## src/dsc_pkg.sv

```systemverilog
// ----------------------------------------------------------------------------
// dsc_pkg: shared types and helpers for the sensor calibration block
// Holds the key debounce step, the event group from the key controller to the
// channel lanes, and fixed sizes.
// ----------------------------------------------------------------------------
package dsc_pkg;

  // Number of level/sample ports on the block
  localparam int MAX_CH  = 8;
  // Width of the shared debounce delay counter
  localparam int DELAY_W = 8;
  // Reset value of the debounce register
  localparam logic [DELAY_W-1:0] DEBOUNCE_RST = DELAY_W'(2);

  // Result of one key debounce step
  typedef struct packed {
    logic               pending;
    logic [DELAY_W-1:0] delay;
    logic               confirm;
    logic               fire;
  } key_res_t;

  // Per-tick events from the key controller
  typedef struct packed {
    logic beep;
    logic calib;
    logic save;
    logic cap_black;
    logic cap_white;
    logic set_thr;
  } key_evt_t;

  // Lane controls for one request
  typedef struct packed {
    logic cap_black;
    logic cap_white;
    logic set_thr;
  } lane_ctl_t;

  // One debounce step: press, wait, confirm still held, act on release
  function automatic key_res_t key_stage(
    input logic               pending,
    input logic               pressed,
    input logic [DELAY_W-1:0] delay,
    input logic               confirm,
    input logic [DELAY_W-1:0] ticks
  );
    key_res_t r;
    r.pending = pending;
    r.delay   = delay;
    r.confirm = confirm;
    r.fire    = 1'b0;
    if (!pending) begin
      if (pressed) begin
        r.pending = 1'b1;
        r.delay   = ticks;
      end
    end else if (delay == '0) begin
      if (!confirm) begin
        if (pressed) begin
          r.confirm = 1'b1;
        end
      end else if (!pressed) begin
        r.confirm = 1'b0;
        r.pending = 1'b0;
        r.fire    = 1'b1;
      end
    end
    return r;
  endfunction

endpackage

```

## src/dsc_key_ctrl.sv

```systemverilog
// ----------------------------------------------------------------------------
// dsc_key_ctrl: key debounce and mode control
// Runs mode, then black and white keys (calibrating only) through one shared
// delay counter and confirm flag each request; reports the tick's events.
// ----------------------------------------------------------------------------
module dsc_key_ctrl (
  input  logic                        clk,
  input  logic                        rst_n,
  input  logic                        cfg_we,
  input  logic [dsc_pkg::DELAY_W-1:0] cfg_wdata,
  input  logic                        accept,
  input  logic                        mode_on,
  input  logic                        black_on,
  input  logic                        white_on,
  output dsc_pkg::key_evt_t           evt
);

  logic [dsc_pkg::DELAY_W-1:0] ticks_r;
  logic [dsc_pkg::DELAY_W-1:0] delay_r, delay_nxt;
  logic                        calib_r, calib_nxt;
  logic                        confirm_r, confirm_nxt;
  logic                        mode_pend_r, mode_pend_nxt;
  logic                        black_pend_r, black_pend_nxt;
  logic                        white_pend_r, white_pend_nxt;

  logic [dsc_pkg::DELAY_W-1:0] delay_dec;
  dsc_pkg::key_res_t           s_mode, s_black, s_white;

  // Step the keys in order: mode, then black, then white
  always_comb begin
    delay_dec = (delay_r != '0) ? delay_r - dsc_pkg::DELAY_W'(1) : delay_r;
    s_mode  = dsc_pkg::key_stage(mode_pend_r, mode_on, delay_dec, confirm_r, ticks_r);
    s_black = dsc_pkg::key_stage(black_pend_r, black_on, s_mode.delay, s_mode.confirm,
                                 ticks_r);
    s_white = dsc_pkg::key_stage(white_pend_r, white_on, s_black.delay, s_black.confirm,
                                 ticks_r);

    evt            = '0;
    mode_pend_nxt  = s_mode.pending;
    black_pend_nxt = black_pend_r;
    white_pend_nxt = white_pend_r;
    calib_nxt      = calib_r;
    if (!calib_r) begin
      // Idle: only the mode key counts
      delay_nxt   = s_mode.delay;
      confirm_nxt = s_mode.confirm;
      if (s_mode.fire) begin
        calib_nxt = 1'b1;
      end
      evt.beep = s_mode.fire;
    end else begin
      delay_nxt      = s_white.delay;
      confirm_nxt    = s_white.confirm;
      black_pend_nxt = s_black.pending;
      white_pend_nxt = s_white.pending;
      if (s_mode.fire) begin
        calib_nxt = 1'b0;
      end
      evt.save      = s_mode.fire;
      evt.set_thr   = s_mode.fire;
      evt.cap_black = s_black.fire;
      evt.cap_white = s_white.fire;
      evt.beep      = s_mode.fire | s_black.fire | s_white.fire;
    end
    evt.calib = calib_nxt;
  end

  // Hold the debounce register
  always_ff @(posedge clk) begin
    if (!rst_n) begin
      ticks_r <= dsc_pkg::DEBOUNCE_RST;
    end else if (cfg_we) begin
      ticks_r <= cfg_wdata;
    end
  end

  // Advance key state on each accepted request
  always_ff @(posedge clk) begin
    if (!rst_n) begin
      delay_r      <= '0;
      calib_r      <= 1'b0;
      confirm_r    <= 1'b0;
      mode_pend_r  <= 1'b0;
      black_pend_r <= 1'b0;
      white_pend_r <= 1'b0;
    end else if (accept) begin
      delay_r      <= delay_nxt;
      calib_r      <= calib_nxt;
      confirm_r    <= confirm_nxt;
      mode_pend_r  <= mode_pend_nxt;
      black_pend_r <= black_pend_nxt;
      white_pend_r <= white_pend_nxt;
    end
  end

endmodule

```

## src/dsc_lane.sv

```systemverilog
// ----------------------------------------------------------------------------
// dsc_lane: one sensor channel
// Keeps the channel's black, white and threshold values, captures samples and
// forms the midpoint threshold.
// ----------------------------------------------------------------------------
module dsc_lane #(
  parameter int SAMPLE_BITS = 12
) (
  input  logic                   clk,
  input  logic                   rst_n,
  input  dsc_pkg::lane_ctl_t     ctl,
  input  logic [SAMPLE_BITS-1:0] sample,
  output logic [SAMPLE_BITS-1:0] level_nxt
);

  logic [SAMPLE_BITS-1:0] black_r;
  logic [SAMPLE_BITS-1:0] white_r;
  logic [SAMPLE_BITS-1:0] thr_r;
  logic [SAMPLE_BITS:0]   sum;

  // Midpoint of the stored black and white values
  assign sum       = {1'b0, black_r} + {1'b0, white_r};
  assign level_nxt = ctl.set_thr ? sum[SAMPLE_BITS:1] : thr_r;

  // Capture samples and update the threshold
  always_ff @(posedge clk) begin
    if (!rst_n) begin
      black_r <= '0;
      white_r <= '0;
      thr_r   <= '0;
    end else begin
      if (ctl.cap_black) begin
        black_r <= sample;
      end
      if (ctl.cap_white) begin
        white_r <= sample;
      end
      thr_r <= level_nxt;
    end
  end

endmodule

```

## src/debounced_sensor_calibration.sv

```systemverilog
// ----------------------------------------------------------------------------
// debounced_sensor_calibration: key-driven black/white sensor calibration
// Debounces three keys per scan tick and keeps per-channel thresholds.
// ----------------------------------------------------------------------------
// Usage:
//   Input channel (in_valid / in_stall): one request per scan tick with the
//   three key levels and one sample per channel. Output channel (out_valid /
//   out_stall): exactly one result per request, in order, with beep,
//   calibrating, save_request and the thresholds after that tick.
//   Throughput is one request per cycle while in_stall is low: key state
//   and lane stores update in the cycle a request is accepted, and the
//   result goes to the output register.
//   A second slot behind the output register takes one more request while a
//   result is stalled; in_stall rises only when both slots are full and
//   drops once the receiver takes a result.
//   cfg_we writes the debounce register in any cycle; use it while idle.
//   Reset (rst_n low, synchronous) clears key state, stores and thresholds,
//   empties both slots and loads the debounce register with 2.
// ----------------------------------------------------------------------------
module debounced_sensor_calibration #(
  parameter int CHANNELS    = 8,
  parameter int SAMPLE_BITS = 12
) (
  input  logic                        clk,
  input  logic                        rst_n,
  input  logic                        cfg_we,
  input  logic [dsc_pkg::DELAY_W-1:0] cfg_wdata,
  input  logic                        in_valid,
  output logic                        in_stall,
  input  logic                        in_mode_key_level,
  input  logic                        in_black_key_level,
  input  logic                        in_white_key_level,
  input  logic [SAMPLE_BITS-1:0]      in_sample_ch0,
  input  logic [SAMPLE_BITS-1:0]      in_sample_ch1,
  input  logic [SAMPLE_BITS-1:0]      in_sample_ch2,
  input  logic [SAMPLE_BITS-1:0]      in_sample_ch3,
  input  logic [SAMPLE_BITS-1:0]      in_sample_ch4,
  input  logic [SAMPLE_BITS-1:0]      in_sample_ch5,
  input  logic [SAMPLE_BITS-1:0]      in_sample_ch6,
  input  logic [SAMPLE_BITS-1:0]      in_sample_ch7,
  output logic                        out_valid,
  input  logic                        out_stall,
  output logic                        out_beep,
  output logic                        out_calibrating,
  output logic                        out_save_request,
  output logic [SAMPLE_BITS-1:0]      out_level_ch0,
  output logic [SAMPLE_BITS-1:0]      out_level_ch1,
  output logic [SAMPLE_BITS-1:0]      out_level_ch2,
  output logic [SAMPLE_BITS-1:0]      out_level_ch3,
  output logic [SAMPLE_BITS-1:0]      out_level_ch4,
  output logic [SAMPLE_BITS-1:0]      out_level_ch5,
  output logic [SAMPLE_BITS-1:0]      out_level_ch6,
  output logic [SAMPLE_BITS-1:0]      out_level_ch7
);

  logic                   accept;
  dsc_pkg::key_evt_t      evt;
  dsc_pkg::lane_ctl_t     lane_ctl;
  logic [SAMPLE_BITS-1:0] samples   [dsc_pkg::MAX_CH];
  logic [SAMPLE_BITS-1:0] level_nxt [dsc_pkg::MAX_CH];

  logic                   main_valid_r;
  logic [2:0]             main_flags_r;
  logic [SAMPLE_BITS-1:0] main_level_r [dsc_pkg::MAX_CH];
  logic                   skid_valid_r;
  logic [2:0]             skid_flags_r;
  logic [SAMPLE_BITS-1:0] skid_level_r [dsc_pkg::MAX_CH];
  logic                   main_take;

  assign in_stall = skid_valid_r;
  assign accept   = in_valid & ~skid_valid_r;

  // Key debounce and mode control
  dsc_key_ctrl u_key_ctrl (
    .clk      (clk),
    .rst_n    (rst_n),
    .cfg_we   (cfg_we),
    .cfg_wdata(cfg_wdata),
    .accept   (accept),
    .mode_on  (in_mode_key_level),
    .black_on (~in_black_key_level),
    .white_on (~in_white_key_level),
    .evt      (evt)
  );

  // Gate lane actions by acceptance
  assign lane_ctl.cap_black = accept & evt.cap_black;
  assign lane_ctl.cap_white = accept & evt.cap_white;
  assign lane_ctl.set_thr   = accept & evt.set_thr;

  assign samples[0] = in_sample_ch0;
  assign samples[1] = in_sample_ch1;
  assign samples[2] = in_sample_ch2;
  assign samples[3] = in_sample_ch3;
  assign samples[4] = in_sample_ch4;
  assign samples[5] = in_sample_ch5;
  assign samples[6] = in_sample_ch6;
  assign samples[7] = in_sample_ch7;

  // One lane per active channel; unused channels read zero
  for (genvar i = 0; i < dsc_pkg::MAX_CH; i++) begin : g_lane
    if (i < CHANNELS) begin : g_on
      dsc_lane #(.SAMPLE_BITS(SAMPLE_BITS)) u_lane (
        .clk      (clk),
        .rst_n    (rst_n),
        .ctl      (lane_ctl),
        .sample   (samples[i]),
        .level_nxt(level_nxt[i])
      );
    end else begin : g_off
      assign level_nxt[i] = '0;
    end
  end

  // Output register with one skid slot
  assign main_take = ~main_valid_r | ~out_stall;

  always_ff @(posedge clk) begin
    if (!rst_n) begin
      main_valid_r <= 1'b0;
      skid_valid_r <= 1'b0;
    end else if (main_take) begin
      if (skid_valid_r) begin
        main_valid_r <= 1'b1;
        skid_valid_r <= 1'b0;
      end else begin
        main_valid_r <= accept;
      end
    end else if (accept) begin
      skid_valid_r <= 1'b1;
    end
  end

  // Merge lane levels and key flags into the result slots
  always_ff @(posedge clk) begin
    if (main_take) begin
      if (skid_valid_r) begin
        main_flags_r <= skid_flags_r;
        main_level_r <= skid_level_r;
      end else if (accept) begin
        main_flags_r <= {evt.beep, evt.calib, evt.save};
        main_level_r <= level_nxt;
      end
    end else if (accept) begin
      skid_flags_r <= {evt.beep, evt.calib, evt.save};
      skid_level_r <= level_nxt;
    end
  end

  assign out_valid        = main_valid_r;
  assign out_beep         = main_flags_r[2];
  assign out_calibrating  = main_flags_r[1];
  assign out_save_request = main_flags_r[0];
  assign out_level_ch0    = main_level_r[0];
  assign out_level_ch1    = main_level_r[1];
  assign out_level_ch2    = main_level_r[2];
  assign out_level_ch3    = main_level_r[3];
  assign out_level_ch4    = main_level_r[4];
  assign out_level_ch5    = main_level_r[5];
  assign out_level_ch6    = main_level_r[6];
  assign out_level_ch7    = main_level_r[7];

endmodule

```

## config.mk

```make
export PLATFORM = sky130hd
export DESIGN_NAME = debounced_sensor_calibration
export DESIGN_NICKNAME = d
export VERILOG_FILES = /design/src/dsc_pkg.sv /design/src/dsc_key_ctrl.sv /design/src/dsc_lane.sv /design/src/debounced_sensor_calibration.sv
export SDC_FILE = /design/constraint.sdc
export NUM_CORES = 1
export LEC_CHECK = 0
export ABC_AREA = 0
export BUFFER_PORTS_ARGS = -buffer_cell sky130_fd_sc_hd__buf_2
export CAP_MARGIN = 20
export CORE_ASPECT_RATIO = 1.75
export CORE_UTILIZATION = 46
export CTS_CLUSTER_SIZE = 12
export DETAILED_ROUTE_END_ITERATION = 6
export RECOVER_POWER = 50
export SYNTH_ARGS = -nofsm -noshare
export SYNTH_HDL_FRONTEND = slang
export SYNTH_HIERARCHICAL = 1
export SYNTH_SLANG_ARGS = --single-unit
```

## constraint.sdc

```tcl
create_clock -name clk -period 7.1 [get_ports clk]
set_clock_uncertainty 0.1 [all_clocks]
set_input_delay 0 -clock clk [delete_from_list [all_inputs] [get_ports clk]]
set_output_delay 0 -clock clk [all_outputs]
set_load 0.1 [all_outputs]
```

Yosys cells after proc, flatten, opt, wreduce, memory -nomap -nowiden
Cells that the tools add are included.
Widths: inputs -> output; s select.
- logic and storage cells: 135
- flip-flop bits (word level): 509
- bitwise operators: 12
- add/sub/neg operators: 9
- reduce and logical (&&, ||, !) cells: 9
- muxes and demuxes: 54
- operators with widths (cell ; count):
    $mux 96 ; 2
    $add 12x12->13 ; 8
    $mux 12 ; 8
    $mux 8 ; 5
    $mux 9 ; 3
    $logic_not 8->1 ; 3
    $mux 1 ; 24
    $mux 2 ; 9
    $reduce_bool 8->1 ; 1
    $sub 8x1->8 const B ; 1
    $mux 3 ; 2
    $reduce_and 2->1 ; 3
    $not 1->1 ; 5
    $and 1x1->1 ; 4
    $mux 4 ; 1
    $or 1x1->1 ; 3
    $reduce_bool 2->1 ; 1
    $reduce_or 2->1 ; 1

Longest topological paths before layout
- word-level depth: 16
- mapped depth: 19
- gate-level depth less buffers: 15

Cells and area by module
The synthesis kept the hierarchy.
- modules (own cells, without submodules) (module ; sequential area each (sq um) ; area each (sq um) ; instances ; cells an instance):
    dsc_lane at g_lane[2].g_on.u_lane ... ; 720.7 ; 1951.9 ; 6 ; 196
    debounced_sensor_calibration ; 5985.7 ; 7287.0 ; 1 ; 322
    dsc_lane at g_lane[0].g_on.u_lane ... ; 720.7 ; 1889.3 ; 2 ; 206
    dsc_key_ctrl ; 420.4 ; 1606.5 ; 1 ; 208

Worst setup path after synthesis
OpenSTA, ideal clock, no wires.
- kind: reg2reg
- from: reg skid_valid_r (netlist: in_stall)
- to: reg main_flags_r[0] (enable)
- arrival time: 6.230 ns
- setup slack: 0.181 ns
- library setup time: 0.589 ns
- cell stages (with the launch flop): 5
- period minus slack after synthesis: 6.919 ns
- buffers on the path: 2
- cells stage by stage: dfxtp_1 buf_6 buf_6 nor2_1 a21oi_1
- cells in the longest elaborated chain, start to end: 4
- ends and longest elaborated chain (what ; line ; text):
    start, declared ; debounced_sensor_calibration.sv:65 ; logic skid_valid_r;
    start signal, assigned ; debounced_sensor_calibration.sv:121 ; skid_valid_r <= 1'b0;
    start signal, assigned ; debounced_sensor_calibration.sv:125 ; skid_valid_r <= 1'b0;
    start signal, assigned ; debounced_sensor_calibration.sv:130 ; skid_valid_r <= 1'b1;
    $not 1->1 ; debounced_sensor_calibration.sv:71 ; assign accept = in_valid & ~skid_valid_r;
    $and 1x1->1 ; debounced_sensor_calibration.sv:71 ;
    $reduce_bool 2->1 (no line) * ; -- ;
    $reduce_and 2->1 (no line) * ; -- ;
    end signal, assigned ; debounced_sensor_calibration.sv:138 ; main_flags_r <= skid_flags_r;
    end signal, assigned ; debounced_sensor_calibration.sv:141 ; main_flags_r <= {evt.beep, evt.calib, evt.save};
    end, declared ; debounced_sensor_calibration.sv:63 ; logic [2:0] main_flags_r;
Mark *: on every way between the ends. The rest lies on a longest branch, timed or not.
A chain may end at the register's enable or synchronous reset.

==> results.txt <==
----------------------------------------------------
[Status]
  Status ... complete, but fails checks
  Failing checks ... capacitance limit, slew limit

[Floorplan]
  Die width ... 176 um
  Count of standard-cell rows ... 111
  Placeable core region ... 52,400 sq um
  Die extent in y ... 307 um
  Die Footprint ... 54,000 sq um
  Initial core utilization ... 46.6%
  Top-Level Pins ... 213

[CTS]
  Number of buffers created by CTS ... 51
  Worst-skew pair later-pin latency ... 570 ps
  Number of clock sinks seen by CTS ... 509
  Maximum number of buffers from clock root to sink ... 3
  Clock input transition at the sequential cells of the worst setup and hold paths ... 60 ps
  Clk root buf ... sky130_fd_sc_hd__clkbuf_16
  TritonCTS clock tree ... yes
  Number of setup buffers added after CTS ... 0
  Number of H-tree levels ... 2

[Placed design]
  Cell area reported after detailed placement ... 26,000 sq um
  Count of buffers inserted at the top-level ports ... 212
  RePlAce Congestion ... 0.837
  Post-DP HPWL ... 37,900 um
  Inst Count DP ... 2,922

[Synthesis]
  Part of the Yosys area used for sequential elements ... 49.9%
  Number of flip-flops and latches in the synthesized netlist ... 509
  Most common flop cell mapped by yosys ... sky130_fd_sc_hd__dfxtp_1
  Share of flip-flops with an asynchronous set or reset ... 0%
  Number of instances in the synthesized netlist ... 2,118
  Library cells used by synthesis ... 83
  Post-synthesis net count ... 2,328
  Synthesis warning total ... 6
  Count of flip-flops with a built-in enable after synthesis ... 198
  Avg Synthesized Cell Area ... 11.5 sq um
  Cell area after synthesis ... 24,400 sq um

[Detailed routing]
  1st-pass router iterations ... 4
  Routed wire length ... 57,100 um
  Count of nets left with antenna violations after detail routing ... 0
  First DRT Iteration DRCs ... 698
  Total DRC errors in the routed layout ... 0
  Detailed-route wire length per cell ... 18.2 um
  Via count of the routed design ... 17.0k
  Avg Vias per Cell ... 5.40

[Finish]
  Fill count ... 4,611
  Final layout net count ... 2,628
  Number of non-filler instances in the completed layout ... 3,143
  Area of all sequential standard cells ... 12,200 sq um
  Most used cells in the layout excluding fill and tap cells ... sky130_fd_sc_hd__dfxtp_1, sky130_fd_sc_hd__mux2i_1, sky130_fd_sc_hd__edfxtp_1
  Layout cells sized above 1 ... 16.2%
  Layout Area Growth over Synthesis ... 17.2%
  Leading cell type in the layout, fill and taps excluded ... sky130_fd_sc_hd__dfxtp_1
  Area occupied by multi-input gates ... 11,600 sq um
  Finished layout cell area ... 28,600 sq um

[Worst setup path]
  Launch point of the worst reg-to-reg path ... u_key_ctrl/delay_r[0]$_SDFFE_PN0P_
  Setup slack, reg-to-reg ... 1330 ps
  Top fanout value on the critical path ... 74
  Startpoint-to-endpoint class of the critical path ... flop to flop
  Data arrival time of the critical path ... 5980 ps
  Capturing element type of the critical path ... flop
  Launching element of the worst setup path ... u_key_ctrl/delay_r[0]$_SDFFE_PN0P_
  Reg2reg path depth ... 14
  Reg2reg end ... out_level_ch4[10]$_DFFE_PP_
  End of the critical path ... out_level_ch4[10]$_DFFE_PP_
  Category of the worst setup path launch point ... flop
  Required @ worst endpoint ... 7310 ps

[GRT]
  Largest net degree at the start of global routing ... 124
  Via count of the first global-routing pass ... 17.3k
  Antenna violations before repair ... 6
  Total track usage ... 20.9%
  Total overflow reported by the global router ... 0
  Global-route wire length before repair ... 90,300 um

[Run]
  Count of maximum capacitance violations ... 7

[STA]
  Number of hold violations in the final report ... 0
  Max Slew Vio Count ... 328
  Unrepaired setup endpoints after global routing ... no
  Pin slew with the least headroom to its limit ... 2570 ps
  Post-route clock period utilization ... 81.2%
  Worst relative slew slack ... -71.4%
  Summed negative setup slack over all endpoints ... 0 ps
  Number of failing setup endpoints in the final timing report ... 0
  Top achievable clock speed ... 0.173 GHz
  Post-route minimum period ... 5770 ps

[Hold path]
  Hold crit path type ... primary input to flop
  Worst hold path depth ... 4

[Power]
  Power per cell area ... 220 nW/um^2
  Post-layout power ... 6280 uW
  Leakage ... 0.0107 uW
  Highest ir drop seen on vdd ... 0.211 mV

----------------------------------------------------
-- routing by layer --
| layer | GRT usage, % | share of wire, % | wire length, um |
|---|---|---|---|
| met5 | 0 | 0.023 | 13 |
| met4 | 7.20 | 2.9 | 1630 |
| met3 | 3.36 | 3.9 | 2230 |
| met2 | 38.9 | 52 | 29700 |
| met1 | 23.9 | 41 | 23600 |
-- repair_timing --
action                                 4_1_cts  5_1_grt
endpoints found under the hold margin      224        0
gates resized for setup                      0        0
hold buffers                               120        0
-- registers in the layout, indices dropped and copies added (netlist names), 96 cells and up --
name / count
skid_level_r: 96
g_lane.g_on.u_lane/white_r: 96
g_lane.g_on.u_lane/thr_r: 96
g_lane.g_on.u_lane/black_r: 96
-- synth_stat cells, types with 26 or more instances --
cell                       instances  area [sq um]
sky130_fd_sc_hd__edfxtp_1        198          5950
sky130_fd_sc_hd__mux2i_1         222          2220
sky130_fd_sc_hd__a21oi_1          99           495
sky130_fd_sc_hd__nor2b_1         174          1090
sky130_fd_sc_hd__xnor2_1          35           307
sky130_fd_sc_hd__clkbuf_1         48           180
sky130_fd_sc_hd__o211ai_1         27           203
sky130_fd_sc_hd__ha_1             90          1130
sky130_fd_sc_hd__and2_1           53           332
sky130_fd_sc_hd__mux2_2          135          1520
sky130_fd_sc_hd__o21ai_0          26           130
sky130_fd_sc_hd__nand2_1          90           338
sky130_fd_sc_hd__dfxtp_1         311          6230
sky130_fd_sc_hd__nor2_1          136           510
-- kinds of logic after synthesis --
family | Yosys count | synth area share [%]
buf+inv | 123 | 2.52
xor+xnor | 52 | 1.87
compound gates | 328 | 9.94
mux | 366 | 15.9
flops | 509 | 49.9
fa+ha+maj | 98 | 5.28
simple gates | 642 | 14.6
-- cell type report --
| class | instances | area share [%] |
|---|---|---|
| Antenna cell | 5 | 0.0438 |
| Tap cell | 678 | 2.97 |
| Inverter | 23 | 0.302 |
| Multi-Input combinational cell | 1486 | 40.5 |
| Sequential cell | 509 | 42.6 |
| Timing Repair Buffer | 347 | 8.01 |
| Clock inverter | 4 | 0.0700 |
| Clock buffer | 91 | 5.49 |
-- stage by stage --
step / worst slack [ps] / util [%] / hold WS (ps)
2_1_floorplan: 181 / - / -38.1
3_3_place_gp: 2120 / 49.5 / 137
3_5_place_dp: 2000 / 49.6 / 145
4_1_cts: 1990 / 54.9 / 97.1
5_1_grt: 874 / 54.6 / 136
6_report: 1330 / 54.6 / 126
-- worst max-delay path, stage by stage (launching register included) --
cell                      delay [ps]
sky130_fd_sc_hd__dfxtp_1         400
sky130_fd_sc_hd__inv_1           150
sky130_fd_sc_hd__ha_1            300
sky130_fd_sc_hd__or3b_1          470
sky130_fd_sc_hd__or2_0           430
sky130_fd_sc_hd__nor2_4          160
sky130_fd_sc_hd__a31o_2          160
sky130_fd_sc_hd__nand4_1         180
sky130_fd_sc_hd__nor3b_1         280
sky130_fd_sc_hd__ha_1            230
sky130_fd_sc_hd__and2_2         1330
sky130_fd_sc_hd__buf_4           490
sky130_fd_sc_hd__nor2b_1         100
sky130_fd_sc_hd__or4_1           430
sky130_fd_sc_hd__mux2_2          280
-- where the power goes --
| part | switching (uW) | leakage, uW | internal [uW] |
|---|---|---|---|
| Combinational | 418 | 0.00550 | 159 |
| Clock | 1110 | 0.000771 | 1490 |
| Sequential | 35.5 | 0.00446 | 3080 |
-- worst min-delay path by stage --
stage | slack (ps) | startpoint | to
after global placement | 140 | cfg_wdata[4] | u_key_ctrl/ticks_r[4]$_SDFFE_PN0P_
final | 130 | in_sample_ch0[9] | g_lane[0].g_on.u_lane/white_r[9]$_SDFFE_PN0P_
after floorplan | -40 | rst_n | u_key_ctrl/ticks_r[1]$_SDFFE_PN1P_
after CTS | 100 | in_sample_ch1[0] | g_lane[1].g_on.u_lane/white_r[0]$_SDFFE_PN0P_
after detailed placement | 150 | cfg_wdata[1] | u_key_ctrl/ticks_r[1]$_SDFFE_PN1P_
after global routing | 140 | in_sample_ch3[5] | g_lane[3].g_on.u_lane/black_r[5]$_SDFFE_PN0P_
No activity file was read; power rests on OpenSTA's default activity.
